==> src/rtl/core/escd_pkg.sv <==
`timescale 1ns / 1ps

package escd_pkg;

  localparam int unsigned TsWidth = 32;
  localparam int unsigned DayCntWidth = 16;
  localparam int unsigned SidWidth = 17;
  localparam int unsigned HourRemWidth = 12;

  localparam logic [SidWidth-1:0] SecsPerDay = 17'd86400;
  localparam logic [HourRemWidth-1:0] SecsPerHour = 12'd3600;
  localparam logic [5:0] SecsPerMin = 6'd60;
  localparam logic [2:0] DaysPerWeek = 3'd7;

  // floor(x / d) as (x * recip) >> shift, exact over each operand range
  // day: (ts >> 7) / 675, week: (days + 4) / 7, hour: (sid >> 4) / 225,
  // minute: (rem >> 2) / 15
  localparam logic [25:0] DayRecip = 26'd50903317;
  localparam int unsigned DayShift = 35;
  localparam logic [16:0] WeekRecip = 17'd74899;
  localparam int unsigned WeekShift = 19;
  localparam logic [13:0] HourRecip = 14'd9321;
  localparam int unsigned HourShift = 21;
  localparam logic [10:0] MinRecip = 11'd1093;
  localparam int unsigned MinShift = 14;

  localparam logic [7:0] EpochYearOfs = 8'd70;
  localparam logic [DayCntWidth-1:0] EpochWeekday = 16'd4;
  localparam logic [3:0] LastMonth = 4'd11;
  localparam logic [3:0] February = 4'd1;

  typedef enum logic [3:0] {
    S_IDLE,
    S_DDAY,
    S_DWEEK,
    S_DHOUR,
    S_RHOUR,
    S_DMIN,
    S_LYEAR,
    S_YEAR,
    S_MONTH,
    S_FINISH
  } state_t;

  typedef struct packed {
    logic ld_ts;
    logic div_day;
    logic div_week;
    logic div_hour;
    logic rem_hour;
    logic div_min;
    logic yr_init;
    logic yr_step;
    logic mon_init;
    logic mon_step;
    logic out_load;
  } cmd_t;

  typedef struct packed {
    logic year_end;
    logic month_end;
  } status_t;

  // years are kept as offset from 1900; the range only meets 2000 and 2100 as centuries
  function automatic logic is_leap(input logic [7:0] yofs);
    is_leap = (yofs[1:0] == 2'b00) && (yofs != 8'd200);
  endfunction

  function automatic logic [8:0] year_len(input logic [7:0] yofs);
    year_len = is_leap(yofs) ? 9'd366 : 9'd365;
  endfunction

  function automatic logic [4:0] month_len(input logic [3:0] mon, input logic leap);
    case (mon)
      4'd0: month_len = 5'd31;
      February: month_len = leap ? 5'd29 : 5'd28;
      4'd2: month_len = 5'd31;
      4'd3: month_len = 5'd30;
      4'd4: month_len = 5'd31;
      4'd5: month_len = 5'd30;
      4'd6: month_len = 5'd31;
      4'd7: month_len = 5'd31;
      4'd8: month_len = 5'd30;
      4'd9: month_len = 5'd31;
      4'd10: month_len = 5'd30;
      default: month_len = 5'd31;
    endcase
  endfunction

endpackage

==> src/rtl/core/escd_dp.sv <==
`timescale 1ns / 1ps

module escd_dp import escd_pkg::*; (
  input  logic                  clk,
  input  cmd_t                  cmd,
  input  logic [TsWidth-1:0]    in_ts,
  output status_t               status,
  output logic [7:0]            out_years_since_1900,
  output logic [3:0]            out_month_index,
  output logic [4:0]            out_day_of_month,
  output logic [8:0]            out_day_of_year,
  output logic [2:0]            out_weekday,
  output logic [4:0]            out_hour_of_day,
  output logic [5:0]            out_minute_of_hour,
  output logic [5:0]            out_second_of_minute
);

  logic [TsWidth-1:0]      ts_r;
  logic [DayCntWidth-1:0]  days_r;
  logic [SidWidth-1:0]     sid_r;
  logic [13:0]             wq_r;
  logic [2:0]              wday_r;
  logic [4:0]              hour_r;
  logic [HourRemWidth-1:0] mid_r;
  logic [5:0]              min_r;
  logic [5:0]              sec_r;
  logic [DayCntWidth-1:0]  left_r;
  logic [7:0]              yr_r;
  logic [8:0]              yday_r;
  logic [3:0]              mon_r;

  logic [7:0]              years_r;
  logic [3:0]              month_r;
  logic [4:0]              mday_r;
  logic [8:0]              oyday_r;
  logic [2:0]              owday_r;
  logic [4:0]              ohour_r;
  logic [5:0]              omin_r;
  logic [5:0]              osec_r;

  logic [50:0]             day_prod;
  logic [32:0]             day_secs;
  logic [DayCntWidth-1:0]  wk_x;
  logic [32:0]             wk_prod;
  logic [16:0]             wq7;
  logic [26:0]             hr_prod;
  logic [16:0]             hr_secs;
  logic [20:0]             mn_prod;
  logic [11:0]             mn_secs;
  logic [8:0]              ylen;
  logic [4:0]              mlen;

  // reciprocal multiply for the quotient, multiply and subtract for the remainder
  assign day_prod = 51'(ts_r[TsWidth-1:7]) * 51'(DayRecip);
  assign day_secs = 33'(days_r) * 33'(SecsPerDay);
  assign wk_x     = days_r + EpochWeekday;
  assign wk_prod  = 33'(wk_x) * 33'(WeekRecip);
  assign wq7      = 17'(wq_r) * 17'(DaysPerWeek);
  assign hr_prod  = 27'(sid_r[SidWidth-1:4]) * 27'(HourRecip);
  assign hr_secs  = 17'(hour_r) * 17'(SecsPerHour);
  assign mn_prod  = 21'(mid_r[HourRemWidth-1:2]) * 21'(MinRecip);
  assign mn_secs  = 12'(min_r) * 12'(SecsPerMin);

  assign ylen = year_len(yr_r);
  assign mlen = month_len(mon_r, is_leap(yr_r));

  assign status.year_end  = left_r < DayCntWidth'(ylen);
  assign status.month_end = (mon_r == LastMonth) || (left_r < DayCntWidth'(mlen));

  always_ff @(posedge clk) begin
    if (cmd.ld_ts) begin
      ts_r <= in_ts;
    end
    if (cmd.div_day) begin
      days_r <= day_prod[DayShift+DayCntWidth-1:DayShift];
    end
    if (cmd.div_week) begin
      sid_r <= ts_r[SidWidth-1:0] - day_secs[SidWidth-1:0];
      wq_r  <= wk_prod[WeekShift+13:WeekShift];
    end
    if (cmd.div_hour) begin
      wday_r <= wk_x[2:0] - wq7[2:0];
      hour_r <= hr_prod[HourShift+4:HourShift];
    end
    if (cmd.rem_hour) begin
      mid_r <= sid_r[HourRemWidth-1:0] - hr_secs[HourRemWidth-1:0];
    end
    if (cmd.div_min) begin
      min_r <= mn_prod[MinShift+5:MinShift];
    end
  end

  always_ff @(posedge clk) begin
    if (cmd.yr_init) begin
      sec_r  <= mid_r[5:0] - mn_secs[5:0];
      left_r <= days_r;
      yr_r   <= EpochYearOfs;
    end else if (cmd.yr_step) begin
      left_r <= left_r - DayCntWidth'(ylen);
      yr_r   <= yr_r + 8'd1;
    end else if (cmd.mon_init) begin
      yday_r <= left_r[8:0];
      mon_r  <= '0;
    end else if (cmd.mon_step) begin
      left_r <= left_r - DayCntWidth'(mlen);
      mon_r  <= mon_r + 4'd1;
    end
  end

  always_ff @(posedge clk) begin
    if (cmd.out_load) begin
      years_r <= yr_r;
      month_r <= mon_r;
      mday_r  <= left_r[4:0] + 5'd1;
      oyday_r <= yday_r;
      owday_r <= wday_r;
      ohour_r <= hour_r;
      omin_r  <= min_r;
      osec_r  <= sec_r;
    end
  end

  assign out_years_since_1900 = years_r;
  assign out_month_index      = month_r;
  assign out_day_of_month     = mday_r;
  assign out_day_of_year      = oyday_r;
  assign out_weekday          = owday_r;
  assign out_hour_of_day      = ohour_r;
  assign out_minute_of_hour   = omin_r;
  assign out_second_of_minute = osec_r;

endmodule

==> src/rtl/core/escd_ctrl.sv <==
`timescale 1ns / 1ps

module escd_ctrl import escd_pkg::*; (
  input  logic    clk,
  input  logic    rst_n,
  input  logic    in_valid,
  output logic    in_stall,
  output logic    out_valid,
  input  logic    out_stall,
  input  status_t status,
  output cmd_t    cmd
);

  state_t state_r, state_nxt;
  logic   out_valid_r, out_valid_nxt;
  logic   out_busy;

  assign out_busy = out_valid_r && out_stall;

  always_comb begin
    state_nxt = state_r;
    case (state_r)
      S_IDLE:   if (in_valid) state_nxt = S_DDAY;
      S_DDAY:   state_nxt = S_DWEEK;
      S_DWEEK:  state_nxt = S_DHOUR;
      S_DHOUR:  state_nxt = S_RHOUR;
      S_RHOUR:  state_nxt = S_DMIN;
      S_DMIN:   state_nxt = S_LYEAR;
      S_LYEAR:  state_nxt = S_YEAR;
      S_YEAR:   if (status.year_end) state_nxt = S_MONTH;
      S_MONTH:  if (status.month_end) state_nxt = S_FINISH;
      S_FINISH: if (!out_busy) state_nxt = S_IDLE;
      default:  state_nxt = S_IDLE;
    endcase
  end

  always_comb begin
    cmd = '0;
    case (state_r)
      S_IDLE:   cmd.ld_ts = in_valid;
      S_DDAY:   cmd.div_day = 1'b1;
      S_DWEEK:  cmd.div_week = 1'b1;
      S_DHOUR:  cmd.div_hour = 1'b1;
      S_RHOUR:  cmd.rem_hour = 1'b1;
      S_DMIN:   cmd.div_min = 1'b1;
      S_LYEAR:  cmd.yr_init = 1'b1;
      S_YEAR: begin
        cmd.yr_step  = !status.year_end;
        cmd.mon_init = status.year_end;
      end
      S_MONTH:  cmd.mon_step = !status.month_end;
      S_FINISH: cmd.out_load = !out_busy;
      default:  cmd = '0;
    endcase
  end

  always_comb begin
    out_valid_nxt = out_valid_r;
    if (out_valid_r && !out_stall) out_valid_nxt = 1'b0;
    if (cmd.out_load) out_valid_nxt = 1'b1;
  end

  always_ff @(posedge clk) begin
    if (!rst_n) begin
      state_r     <= S_IDLE;
      out_valid_r <= 1'b0;
    end else begin
      state_r     <= state_nxt;
      out_valid_r <= out_valid_nxt;
    end
  end

  assign in_stall  = state_r != S_IDLE;
  assign out_valid = out_valid_r;

`ifndef SYNTHESIS
  a_start: assert property (@(posedge clk) disable iff (!rst_n)
    (state_r == S_IDLE && in_valid) |=> (state_r == S_DDAY))
    else $error("accepted beat did not start the day division");

  a_no_overwrite: assert property (@(posedge clk) disable iff (!rst_n)
    cmd.out_load |-> !(out_valid_r && out_stall))
    else $error("result overwritten while stalled");

  a_finish: assert property (@(posedge clk) disable iff (!rst_n)
    (state_r == S_FINISH && !out_busy) |=> (out_valid_r && state_r == S_IDLE))
    else $error("finished result not presented");
`endif

endmodule

==> src/rtl/core/epoch_seconds_to_calendar_date_unit.sv <==
`timescale 1ns / 1ps
// from accept to out_valid: day, week, hour and minute divisions, then a step for each
// year after 1970 and each month before the result month, then the result is loaded
// one item at a time; the year and month loops set how far apart items are
// a new beat is taken while the previous result still waits on out_stall
// reset: rst_n synchronous active low clears the controller and out_valid

module epoch_seconds_to_calendar_date_unit import escd_pkg::*; (
  input  logic        clk,
  input  logic        rst_n,
  input  logic        in_valid,
  output logic        in_stall,
  input  logic [31:0] in_timestamp_seconds,
  output logic        out_valid,
  input  logic        out_stall,
  output logic [7:0]  out_years_since_1900,
  output logic [3:0]  out_month_index,
  output logic [4:0]  out_day_of_month,
  output logic [8:0]  out_day_of_year,
  output logic [2:0]  out_weekday,
  output logic [4:0]  out_hour_of_day,
  output logic [5:0]  out_minute_of_hour,
  output logic [5:0]  out_second_of_minute
);

  cmd_t    cmd;
  status_t status;

  escd_ctrl u_ctrl (
    .clk       (clk),
    .rst_n     (rst_n),
    .in_valid  (in_valid),
    .in_stall  (in_stall),
    .out_valid (out_valid),
    .out_stall (out_stall),
    .status    (status),
    .cmd       (cmd)
  );

  escd_dp u_dp (
    .clk                  (clk),
    .cmd                  (cmd),
    .in_ts                (in_timestamp_seconds),
    .status               (status),
    .out_years_since_1900 (out_years_since_1900),
    .out_month_index      (out_month_index),
    .out_day_of_month     (out_day_of_month),
    .out_day_of_year      (out_day_of_year),
    .out_weekday          (out_weekday),
    .out_hour_of_day      (out_hour_of_day),
    .out_minute_of_hour   (out_minute_of_hour),
    .out_second_of_minute (out_second_of_minute)
  );

endmodule

==> config.mk <==
export PLATFORM = sky130hd
export DESIGN_NAME = epoch_seconds_to_calendar_date_unit
export DESIGN_NICKNAME = d
export VERILOG_FILES = /design/src/rtl/core/escd_pkg.sv /design/src/rtl/core/escd_dp.sv /design/src/rtl/core/escd_ctrl.sv /design/src/rtl/core/epoch_seconds_to_calendar_date_unit.sv
export SDC_FILE = /design/constraint.sdc
export NUM_CORES = 1
export LEC_CHECK = 0
export BUFFER_PORTS_ARGS = -buffer_cell sky130_fd_sc_hd__buf_2
export CAP_MARGIN = 5
export CORE_ASPECT_RATIO = 1.25
export CORE_MARGIN = 4
export CORE_UTILIZATION = 30
export CTS_CLUSTER_SIZE = 24
export DETAILED_ROUTE_END_ITERATION = 7
export GPL_ROUTABILITY_DRIVEN = 0
export PLACE_DENSITY = 0.47
export SYNTH_ARGS = -nofsm -noshare
export SYNTH_HDL_FRONTEND = slang
export SYNTH_HIERARCHICAL = 1
export SYNTH_SLANG_ARGS = --single-unit
==> constraint.sdc <==
create_clock -name clk -period 6.5 [get_ports clk]
set_input_delay 0 -clock clk [delete_from_list [all_inputs] [get_ports clk]]
set_output_delay 0 -clock clk [all_outputs]
set_load 0.01 [all_outputs]
==> results.py, run 1 <==
metrics = {
    "sta": {
        "setup_viol": 0,
        "worstMarginPinSlew_ps": 1160,
        "setup_tns_ps": 0,
        "finalHoldViolCount": 0,
        "finalClockSkew_ps": 18.8,
        "min_period_ps": 6290,
        "fmax_mhz": 159,
        "fin_crit_sh_pct": 96.7,
        "slew_viol_final": 0,
        "whs_ps": 218,
        "slew_headroom_pct": 22.0,
    },
    "synthesis": {
        "synth-warning-count": 6,
        "ys_seq_area_share_pct": 23.1,
        "synth_async_sr_flop_share_pct": 0,
        "synth_top_area_share_pct": 28.7,
        "post-synth-top-count-cell": "inv_1",
        "synth_cell_types": 68,
        "syn-num-nets": 3057,
        "synth_ff_type": "edfxtp_1",
        "ys_ff_latch": 188,
        "synthTopCellsByCount": "582 x inv_1, 548 x ha_1, 270 x fa_1, 175 x edfxtp_1, 89 x xnor2_1",
        "synth_edf_count": 175,
        "syn_area_per_cell_um2": 10.8,
        "syn_inst": 2203,
        "yosysTopAreaCell": "ha_1",
        "netlist_area_um2": 23900,
        "synth_top_cells_by_area": "ha_1 29%, fa_1 23%, edfxtp_1 22%",
    },
    "drt": {
        "wl_met1_um": 24100,
        "routed_wl_um": 55200,
        "viasPerCell": 4.37,
        "wl_met3_um": 1160,
        "vias": 15250,
        "drt_iter0_markers": 478,
        "antenna_left": 0,
        "maxUsedRoutingLayer": "met4",
        "first_pass_iters": 5,
        "wl_met2_um": 28800,
        "post_drt_wl_per_cell_um": 15.8,
        "route.detailed.drc": 0,
    },
    "placed_design": {
        "place_hpwl_um": 47700,
        "portBuffers": 83,
        "placed_cell_area_um2": 26300,
    },
    "run": {
        "cap_viol_max_count": 0,
    },
    "grt": {
        "grt_pass1_vias": 16817,
        "grt_max_degree": 47,
        "antenna_found_initial": 0,
        "grt_usage_pct": 13.7,
        "gr-total-overflow": 0,
        "grt_pass1_wl_um": 90300,
    },
    "floorplan": {
        "die_y_um": 323,
        "core_area_um2": 78900,
        "fp.dieArea_um2": 84200,
        "pin_count": 84,
        "fp.dieW_um": 260,
        "row_count": 115,
        "initial_core_util_pct": 30.3,
    },
    "clocking": {
        "root_buffer": "clkbuf_16",
        "numCtsBuffers": 17,
        "clk_pin_slew_ps": 90,
        "cts_tree": "done",
        "htreeDepth": 4,
        "insertion_delay_ps": 480,
        "numClockSinks": 188,
        "clockBufferDepth": 2,
    },
    "critical_path": {
        "endpoint_kind": "flip-flop",
        "reg2reg_slack_ps": 210,
        "cp-start-kind": "flip-flop",
        "arrival_ps": 6520,
        "crit_fanout": 5,
        "cp.required_ps": 6730,
        "critical_path_class": "reg -> reg",
    },
    "run_status": {
        "status": "finished clean",
    },
    "layout": {
        "n_antenna_cell": 0,
        "areaGrowthSynthToFinish_pct": 15.1,
        "final_cell_area_um2": 27500,
        "drive_gt1_share_pct": 11.0,
        "final_nets": 3280,
    },
    "worst_hold_path": {
        "hp-class": "in -> reg",
    },
}
## final timing paths
kind                                  from                 endpoint  cells after the start
setup / recovery             u_dp/ts_r[29]          u_dp/days_r[13]                     20
setup reg to reg             u_dp/ts_r[29]          u_dp/days_r[13]                     20
hold / removal    in_timestamp_seconds[15]            u_dp/ts_r[15]                      2
hold reg to reg             u_dp/yday_r[2]  u_dp/out_day_of_year[2]                      0
## layer usage
layer  vias up  global-route usage, %
met4         0                   3.29
li1       7621                      -
met5         -                      0
met2       185                   25.6
met3        56                   1.48
met1      7388                   16.8
## per-stage QoR
stage | instances | worst slack, ps | utilization [%]
after floorplan | 2203 | 289 | -
after CTS | 3487 | -13.9 | 34.6
after detailed placement | 3417 | -46.3 | 33.3
after global placement | 3417 | 23.2 | 33.3
after global routing | 3492 | -0.711 | 34.8
final | 3492 | 215 | 34.8
## cells in the final DEF, fill, tap and decap left out, types with 6 or more instances in the layout
master / count
a211oi_1: 8
a21o_1: 30
a21oi_1: 53
a31oi_1: 13
and2_1: 7
and3_1: 8
buf_2: 83
buf_4: 104
clkbuf_16: 17
clkinv_8: 6
dfxtp_1: 13
dlygate4sd3_1: 36
edfxtp_1: 175
fa_1: 269
ha_1: 543
inv_1: 581
nand2_1: 61
nand2b_1: 10
nand3_1: 26
nand4_1: 12
nor2_1: 50
nor2b_1: 10
nor3_1: 15
o21a_1: 9
o21ai_0: 54
o21bai_1: 8
xnor2_1: 86
xor2_1: 35
## cell type report
class | count | area, µm²
fill | 8024 | 51400
multi-input combinational | 1414 | 16300
sequential | 188 | 5520
inverter | 582 | 2180
timing repair buffer | 223 | 1560
tap | 1053 | 1320
clock buffer | 17 | 425
clock inverter | 15 | 204
## state kept, by name (all words and copies together), names as in the netlist, 5 cells and up
signal / flops
u_dp/out_day_of_month: 5
u_dp/out_day_of_year: 9
u_dp/out_hour_of_day: 5
u_dp/mid_r: 12
u_dp/sec_r: 6
u_dp/left_r: 16
u_dp/out_years_since_1900: 8
u_dp/hour_r: 5
u_dp/min_r: 6
u_dp/days_r: 16
u_dp/sid_r: 17
u_dp/out_minute_of_hour: 6
u_dp/yday_r: 9
u_dp/yr_r: 8
u_dp/ts_r: 32
u_dp/out_second_of_minute: 6
## timing repair
action	in CTS	in global routing
setup endpoints to repair	1	14
endpoints found under the hold margin	37	0
gates resized for setup	3	25
pin swaps	2	13
setup buffers	2	6
hold buffers	36	0
## kinds of logic after synthesis
family	after synthesis	synth area share [%]
adder cells (fa/ha/maj)	818	51.4
flip-flops	188	23.1
buffers and inverters	601	9.53
XOR/XNOR	124	4.55
AND/OR/NAND/NOR	240	5.14
multiplexers	5	0.225
AO/OA/AOI/OAI	227	6.09
## worst max-delay path, cell delays in order (launching register included)
cell and delay, ps:
edfxtp_1 440, fa_1 550, inv_1 50, fa_1 490, inv_1 60, fa_1 540, inv_1 60, fa_1 540
inv_1 60, fa_1 500, fa_1 550, ha_1 330, ha_1 310, a21o_1 160, a21o_1 180, a21oi_2 170
nand2_2 120, nor4b_4 430, or4_4 270, a31oi_4 100, xnor2_2 150
Power of run 1 is left out: the tool's default activity adds up to more than one toggle a clock period on the data nets, which glitch-free logic cannot reach.
==> run 2: changes to the inputs <==
--- a/config.mk
+++ b/config.mk
@@ -5,6 +5,7 @@
 export SDC_FILE = /design/constraint.sdc
 export NUM_CORES = 1
 export LEC_CHECK = 0
+export ABC_AREA = 1
 export BUFFER_PORTS_ARGS = -buffer_cell sky130_fd_sc_hd__buf_2
 export CAP_MARGIN = 5
 export CORE_ASPECT_RATIO = 1.25
@@ -14,6 +15,7 @@
 export DETAILED_ROUTE_END_ITERATION = 7
 export GPL_ROUTABILITY_DRIVEN = 0
 export PLACE_DENSITY = 0.47
+export SETUP_SLACK_MARGIN = 0.15
 export SYNTH_ARGS = -nofsm -noshare
 export SYNTH_HDL_FRONTEND = slang
 export SYNTH_HIERARCHICAL = 1
==> run 2 against run 1 <==
Worst setup slack gained 290 ps. Utilization fell by 1.2 points. Flip-flop and latch count unchanged. Die area grew 12%. First-iteration DRC count grew 48%. Non-clock buffer count down 87. Clock-buffer cell count is 1 higher. Clock skew rose by 5.5 ps. Fmax increased by 4.8%. Routed wire length up 25%.
==> results.py, run 2 <==
metrics = {
    "run_status": {
        "status": "finished clean",
    },
    "critical_path": {
        "cp.required_ps": 6730,
        "crit_path_cell_trace": "fa_1 > inv_1 > fa_1 > inv_1 > fa_1 > inv_1 > fa_1 > inv_1 > fa_1 > fa_1 > ha_1 > ha_1 > nand2_1 > nor2_1 > nand2_1 > nor2_1 > nand4_1 > nand4_1 > nand2_1",
        "critPathTopFamily": "adder cells",
        "endpoint_kind": "flip-flop",
        "startpoint": "u_dp/ts_r[30]",
        "crit_path_top_delay_cell": "edfxtp_1",
        "critPathMaxStageDelay_ps": 620,
        "path_depth": 19,
        "regToRegEndpoint": "u_dp/days_r[3]",
        "cp-start-kind": "flip-flop",
        "crit_end": "u_dp/days_r[3]",
        "critical_path_class": "reg -> reg",
        "crit_fanout": 9,
        "arrival_ps": 6230,
        "r2r_start": "u_dp/ts_r[30]",
        "path_buf_inv": 4,
        "reg2regPathDepth": 19,
        "cp_common_cell": "fa_1",
        "reg2reg_slack_ps": 500,
    },
    "floorplan": {
        "fp.dieArea_um2": 94600,
        "core_area_um2": 88700,
        "die_y_um": 343,
        "fp.dieW_um": 276,
        "row_count": 122,
        "initial_core_util_pct": 30.3,
        "pin_count": 84,
    },
    "synthesis": {
        "synth-warning-count": 6,
        "netlist_area_um2": 26900,
        "synth_edf_count": 175,
        "syn_area_per_cell_um2": 8.61,
        "synth_cell_types": 49,
        "synth_top_area_share_pct": 25.5,
        "synth_ff_type": "edfxtp_1",
        "syn-num-nets": 3978,
        "synth_top_cells_by_area": "ha_1 25%, fa_1 20%, edfxtp_1 20%",
        "synth_async_sr_flop_share_pct": 0,
        "ys_ff_latch": 188,
        "synthTopCellsByCount": "833 x inv_1, 595 x nand2_1, 548 x ha_1, 270 x fa_1, 175 x edfxtp_1",
        "yosysTopAreaCell": "ha_1",
        "ys_seq_area_share_pct": 20.5,
        "post-synth-top-count-cell": "inv_1",
        "syn_inst": 3124,
    },
    "sta": {
        "worst_slack_ps": 503,
        "setup_viol": 0,
        "finalHoldViolCount": 0,
        "min_period_ps": 6000,
        "fmax_mhz": 167,
        "finalClockSkew_ps": 24.2,
        "slew_headroom_pct": 47.9,
        "rsz0062_at_grt": "false",
        "setup_tns_ps": 0,
        "slew_viol_final": 0,
        "worstMarginPinSlew_ps": 779,
        "fin_crit_sh_pct": 92.3,
    },
    "grt": {
        "grt_pass1_wl_um": 111000,
        "antenna_found_initial": 1,
        "grt_max_degree": 45,
        "grt_pass1_vias": 20737,
        "grt_usage_pct": 15.1,
        "gr-total-overflow": 0,
    },
    "run": {
        "cap_viol_max_count": 0,
    },
    "clocking": {
        "numClockSinks": 188,
        "clockBufferDepth": 2,
        "root_buffer": "clkbuf_16",
        "clk_pin_slew_ps": 90,
        "cts_tree": "done",
        "insertion_delay_ps": 490,
        "htreeDepth": 4,
        "numCtsBuffers": 17,
    },
    "layout": {
        "n_antenna_cell": 0,
        "ff_latch_area_um2": 5520,
        "final_nets": 4122,
        "areaGrowthSynthToFinish_pct": 11.0,
        "largest_registers": "u_dp/ts_r: 32 flops, u_dp/sid_r: 17 flops",
        "final_cell_area_um2": 29900,
        "layout_common_cells": "833 x inv_1, 595 x nand2_1, 548 x ha_1, 270 x fa_1, 175 x edfxtp_1",
        "n_fill_cell": 9360,
        "multi_input_area_um2": 18200,
        "largest_reg_flops": 32,
        "layout.cells.non_filler": 4459,
        "drive_gt1_share_pct": 5.85,
        "regMostFlops": "u_dp/ts_r",
        "final_common_cell": "inv_1",
    },
    "drt": {
        "viasPerCell": 4.40,
        "vias": 19613,
        "routed_wl_um": 69000,
        "route.detailed.drc": 0,
        "antenna_left": 0,
        "post_drt_wl_per_cell_um": 15.5,
        "first_pass_iters": 5,
        "drt_iter0_markers": 706,
    },
    "placed_design": {
        "dpl.cell_count": 4392,
        "place_ws_ps": 325,
        "portBuffers": 83,
        "place_hpwl_um": 60700,
        "placed_cell_area_um2": 28900,
    },
    "worst_hold_path": {
        "hp-class": "in -> reg",
    },
}
## run 2: cell type report
cell class,instances,share of cell area (%)
well taps,1178,4.94
flip-flops and latches,188,18.5
clock buffers,18,1.44
multi-input cells,2070,60.8
inverters,855,10.8
clock inverters,14,0.578
repair buffers,136,3.01
## run 2: worst min path at each step
stage / from / to / slack, ps / depth (start not counted)
2_1_floorplan: in_timestamp_seconds[0] / u_dp/ts_r[0] / 100 / 0
3_3_place_gp: in_timestamp_seconds[23] / u_dp/ts_r[23] / 180 / 1
3_5_place_dp: in_timestamp_seconds[19] / u_dp/ts_r[19] / 180 / 1
4_1_cts: in_valid / u_ctrl/state_r[3] / 10 / 5
5_1_grt: in_valid / u_ctrl/state_r[3] / 50 / 5
6_report: in_valid / u_ctrl/state_r[3] / 60 / 5
## run 2: worst min-delay path, stage by stage
cell,delay (ps)
buf_2,70
inv_1,90
nand3_2,120
nand3_1,90
a21oi_2,110
## run 2: stage by stage
stage	utilization, %	hold slack [ps]
after floorplan	-	98.9
after global placement	32.6	177
after detailed placement	32.6	178
after CTS	33.6	12.1
after global routing	33.7	47.0
final	33.7	59.0
## run 2: routing by layer
metal | vias up | part of all wire (%) | global-route usage (%)
li1 | 10016 | - | -
met2 | 268 | 52 | 28.7
met4 | 2 | 2.8 | 4.42
met3 | 72 | 2.5 | 1.67
met1 | 9255 | 43 | 17.9
met5 | - | 0.014 | 0
## run 2: cells by family after synthesis
group                    share of synthesized area [%]
AND/OR/NAND/NOR                                   14.9
adder cells (fa/ha/maj)                           45.6
AO/OA/AOI/OAI                                     4.49
XOR/XNOR                                          2.34
multiplexers                                    0.0372
buffers and inverters                             12.1
flip-flops                                        20.5
## run 2: repair_timing
item                                   in CTS  in global routing
endpoints found under the hold margin      39                  0
resized for setup                           0                  2
setup buffers                               0                  1
hold buffers                               34                  0
setup endpoints to repair                   0                  1
Power of run 2 is left out for the same reason.
==> run 3: changes to the inputs <==
--- a/config.mk
+++ b/config.mk
@@ -9,12 +9,12 @@
 export BUFFER_PORTS_ARGS = -buffer_cell sky130_fd_sc_hd__buf_2
 export CAP_MARGIN = 5
 export CORE_ASPECT_RATIO = 1.25
-export CORE_MARGIN = 4
-export CORE_UTILIZATION = 30
+export CORE_MARGIN = 2
+export CORE_UTILIZATION = 35
 export CTS_CLUSTER_SIZE = 24
 export DETAILED_ROUTE_END_ITERATION = 7
 export GPL_ROUTABILITY_DRIVEN = 0
-export PLACE_DENSITY = 0.47
+export PLACE_DENSITY = 0.53
 export SETUP_SLACK_MARGIN = 0.15
 export SYNTH_ARGS = -nofsm -noshare
 export SYNTH_HDL_FRONTEND = slang
==> run 3 against run 2 <==
Flip-flop and latch count unchanged. Die area shrank 16%. Non-clock buffer count up 8. Register-to-register slack better by 80 ps. Highest routed layer is now met4. Routed wire length fell by 4.1%. Via count increased by 0.55%. Cell count decreased by 4.3%. Clock skew down 2.3 ps. Sequential share of layout area rose by 0.10 points.
==> results.py, run 3 (synthesized netlist as in run 2, its figures left out) <==
metrics = {
    "run_status": {
        "status": "finished clean",
    },
    "clocking": {
        "cts_tree": "done",
        "numClockSinks": 188,
        "numCtsBuffers": 17,
        "clk_pin_slew_ps": 90,
        "insertion_delay_ps": 490,
        "root_buffer": "clkbuf_16",
        "clockBufferDepth": 2,
        "htreeDepth": 4,
    },
    "layout": {
        "multi_input_area_um2": 18100,
        "largest_reg_flops": 32,
        "layout_common_cells": "833 x inv_1, 595 x nand2_1, 548 x ha_1, 270 x fa_1, 175 x edfxtp_1",
        "final_nets": 4130,
        "regMostFlops": "u_dp/ts_r",
        "final_common_cell": "inv_1",
        "largest_registers": "u_dp/ts_r: 32 flops, u_dp/sid_r: 17 flops",
        "areaGrowthSynthToFinish_pct": 10.4,
        "drive_gt1_share_pct": 5.99,
        "n_fill_cell": 7816,
        "ff_latch_area_um2": 5520,
        "post-route-util_pct": 39.0,
    },
    "sta": {
        "worstMarginPinSlew_ps": 787,
        "slew_viol_final": 0,
        "fmax_mhz": 169,
        "fin_crit_sh_pct": 90.9,
        "min_period_ps": 5910,
        "finalClockSkew_ps": 22.0,
        "slew_headroom_pct": 47.3,
        "setup_viol": 0,
        "setup_tns_ps": 0,
        "rsz0062_at_grt": "false",
        "finalHoldViolCount": 0,
    },
    "run": {
        "cap_viol_max_count": 0,
    },
    "placed_design": {
        "portBuffers": 83,
        "place_hpwl_um": 58300,
    },
    "worst_hold_path": {
        "hp-class": "in -> reg",
        "whs_path_depth": 2,
        "holdPathEnd": "u_dp/ts_r[25]",
        "holdCritStartpoint": "in_timestamp_seconds[25]",
    },
    "grt": {
        "grt_usage_pct": 17.4,
        "grt_pass1_vias": 20701,
        "gr-total-overflow": 0,
        "grt_pass1_wl_um": 107000,
        "grt_max_degree": 40,
        "antenna_found_initial": 0,
    },
    "floorplan": {
        "core_area_um2": 76100,
        "fp.dieArea_um2": 79100,
        "initial_core_util_pct": 35.4,
        "row_count": 113,
        "fp.dieW_um": 252,
        "die_y_um": 314,
        "pin_count": 84,
    },
    "critical_path": {
        "r2r_start": "u_dp/days_r[3]",
        "cp.required_ps": 6730,
        "critPathMaxStageDelay_ps": 550,
        "arrival_ps": 6140,
        "reg2reg_slack_ps": 590,
        "reg2regPathDepth": 22,
        "critical_path_class": "reg -> reg",
        "critPathTopFamily": "adder cells",
        "crit_path_cell_trace": "ha_1 > nand3_2 > nor2_1 > nand2_1 > nor2_2 > nand4_1 > nor2_1 > xor2_1 > ha_1 > ha_1 > inv_1 > fa_1 > fa_1 > inv_1 > fa_1 > fa_1 > ha_1 > a21oi_1 > o21ai_0 > a21oi_1 > nand3_1 > xor2_1",
        "endpoint_kind": "flip-flop",
        "crit_path_top_delay_cell": "fa_1",
        "path_buf_inv": 2,
        "cp-start-kind": "flip-flop",
        "regToRegEndpoint": "u_dp/wq_r[2]",
        "startpoint": "u_dp/days_r[3]",
        "crit_fanout": 5,
    },
    "drt": {
        "first_pass_iters": 5,
        "post_drt_wl_per_cell_um": 15.5,
        "vias": 19721,
        "antenna_left": 0,
        "route.detailed.drc": 0,
        "routed_wl_um": 66200,
        "viasPerCell": 4.62,
        "drt_iter0_markers": 748,
    },
}
[run 3: metal layers]
metal  share of wire (%)  track usage, %  vias up  routed length (µm)
met2                  52            33.3      271               34600
met5                   0               0        -                   0
li1                    -               -    10024                   -
met1                  42            20.0     9335               27900
met4                 3.2            6.20        0                2130
met3                 2.4            1.79       91                1590
[run 3: how the worst max path moves through the flow]
| stage | endpoint | slack [ps] | cells after the start |
|---|---|---|---|
| finish | u_dp/wq_r[2] | 590 | 22 |
| global route | u_dp/wq_r[1] | 180 | 24 |
| CTS | u_dp/wq_r[1] | 290 | 24 |
| detailed placement | u_dp/wq_r[1] | 330 | 24 |
| global placement | u_dp/wq_r[1] | 370 | 24 |
| floorplan | u_dp/days_r[14] | 1100 | 23 |
[run 3: worst register-to-register path: cells and delay by family, from the launching register on]
kind,cells,cell delay [ps]
adders and majority gates,8,3170
and+or+nand+nor,7,840
AOI/OAI and AO/OA,3,580
DFF,1,490
xor gates and xnor gates,2,470
buffers and inverters,2,100
[run 3: area by class of cell]
type | count | share of cell area (%)
multi-input cells | 2070 | 61.1
flip-flops and latches | 188 | 18.6
inverters | 855 | 10.8
well taps | 977 | 4.12
repair buffers | 144 | 3.24
clock buffers | 17 | 1.43
clock inverters | 15 | 0.691
diodes | 1 | 0.00843
[run 3: stage by stage]
stage               instances  setup slack (ps)  hold slack, ps  instance area, µm²
floorplan                3124              1100            98.9               26900
global route             4266               177             198               29700
global placement         4196               375             178               28700
finish                   4267               588             213               29700
CTS                      4264               286             174               29700
detailed placement       4196               326             178               28700
[run 3: timing repair]
item	in CTS	in global routing
setup endpoints to repair	0	1
endpoints found under the hold margin	37	0
resized for setup	0	1
setup buffers	0	2
hold buffers	36	0
Power of run 3 is left out for the same reason.
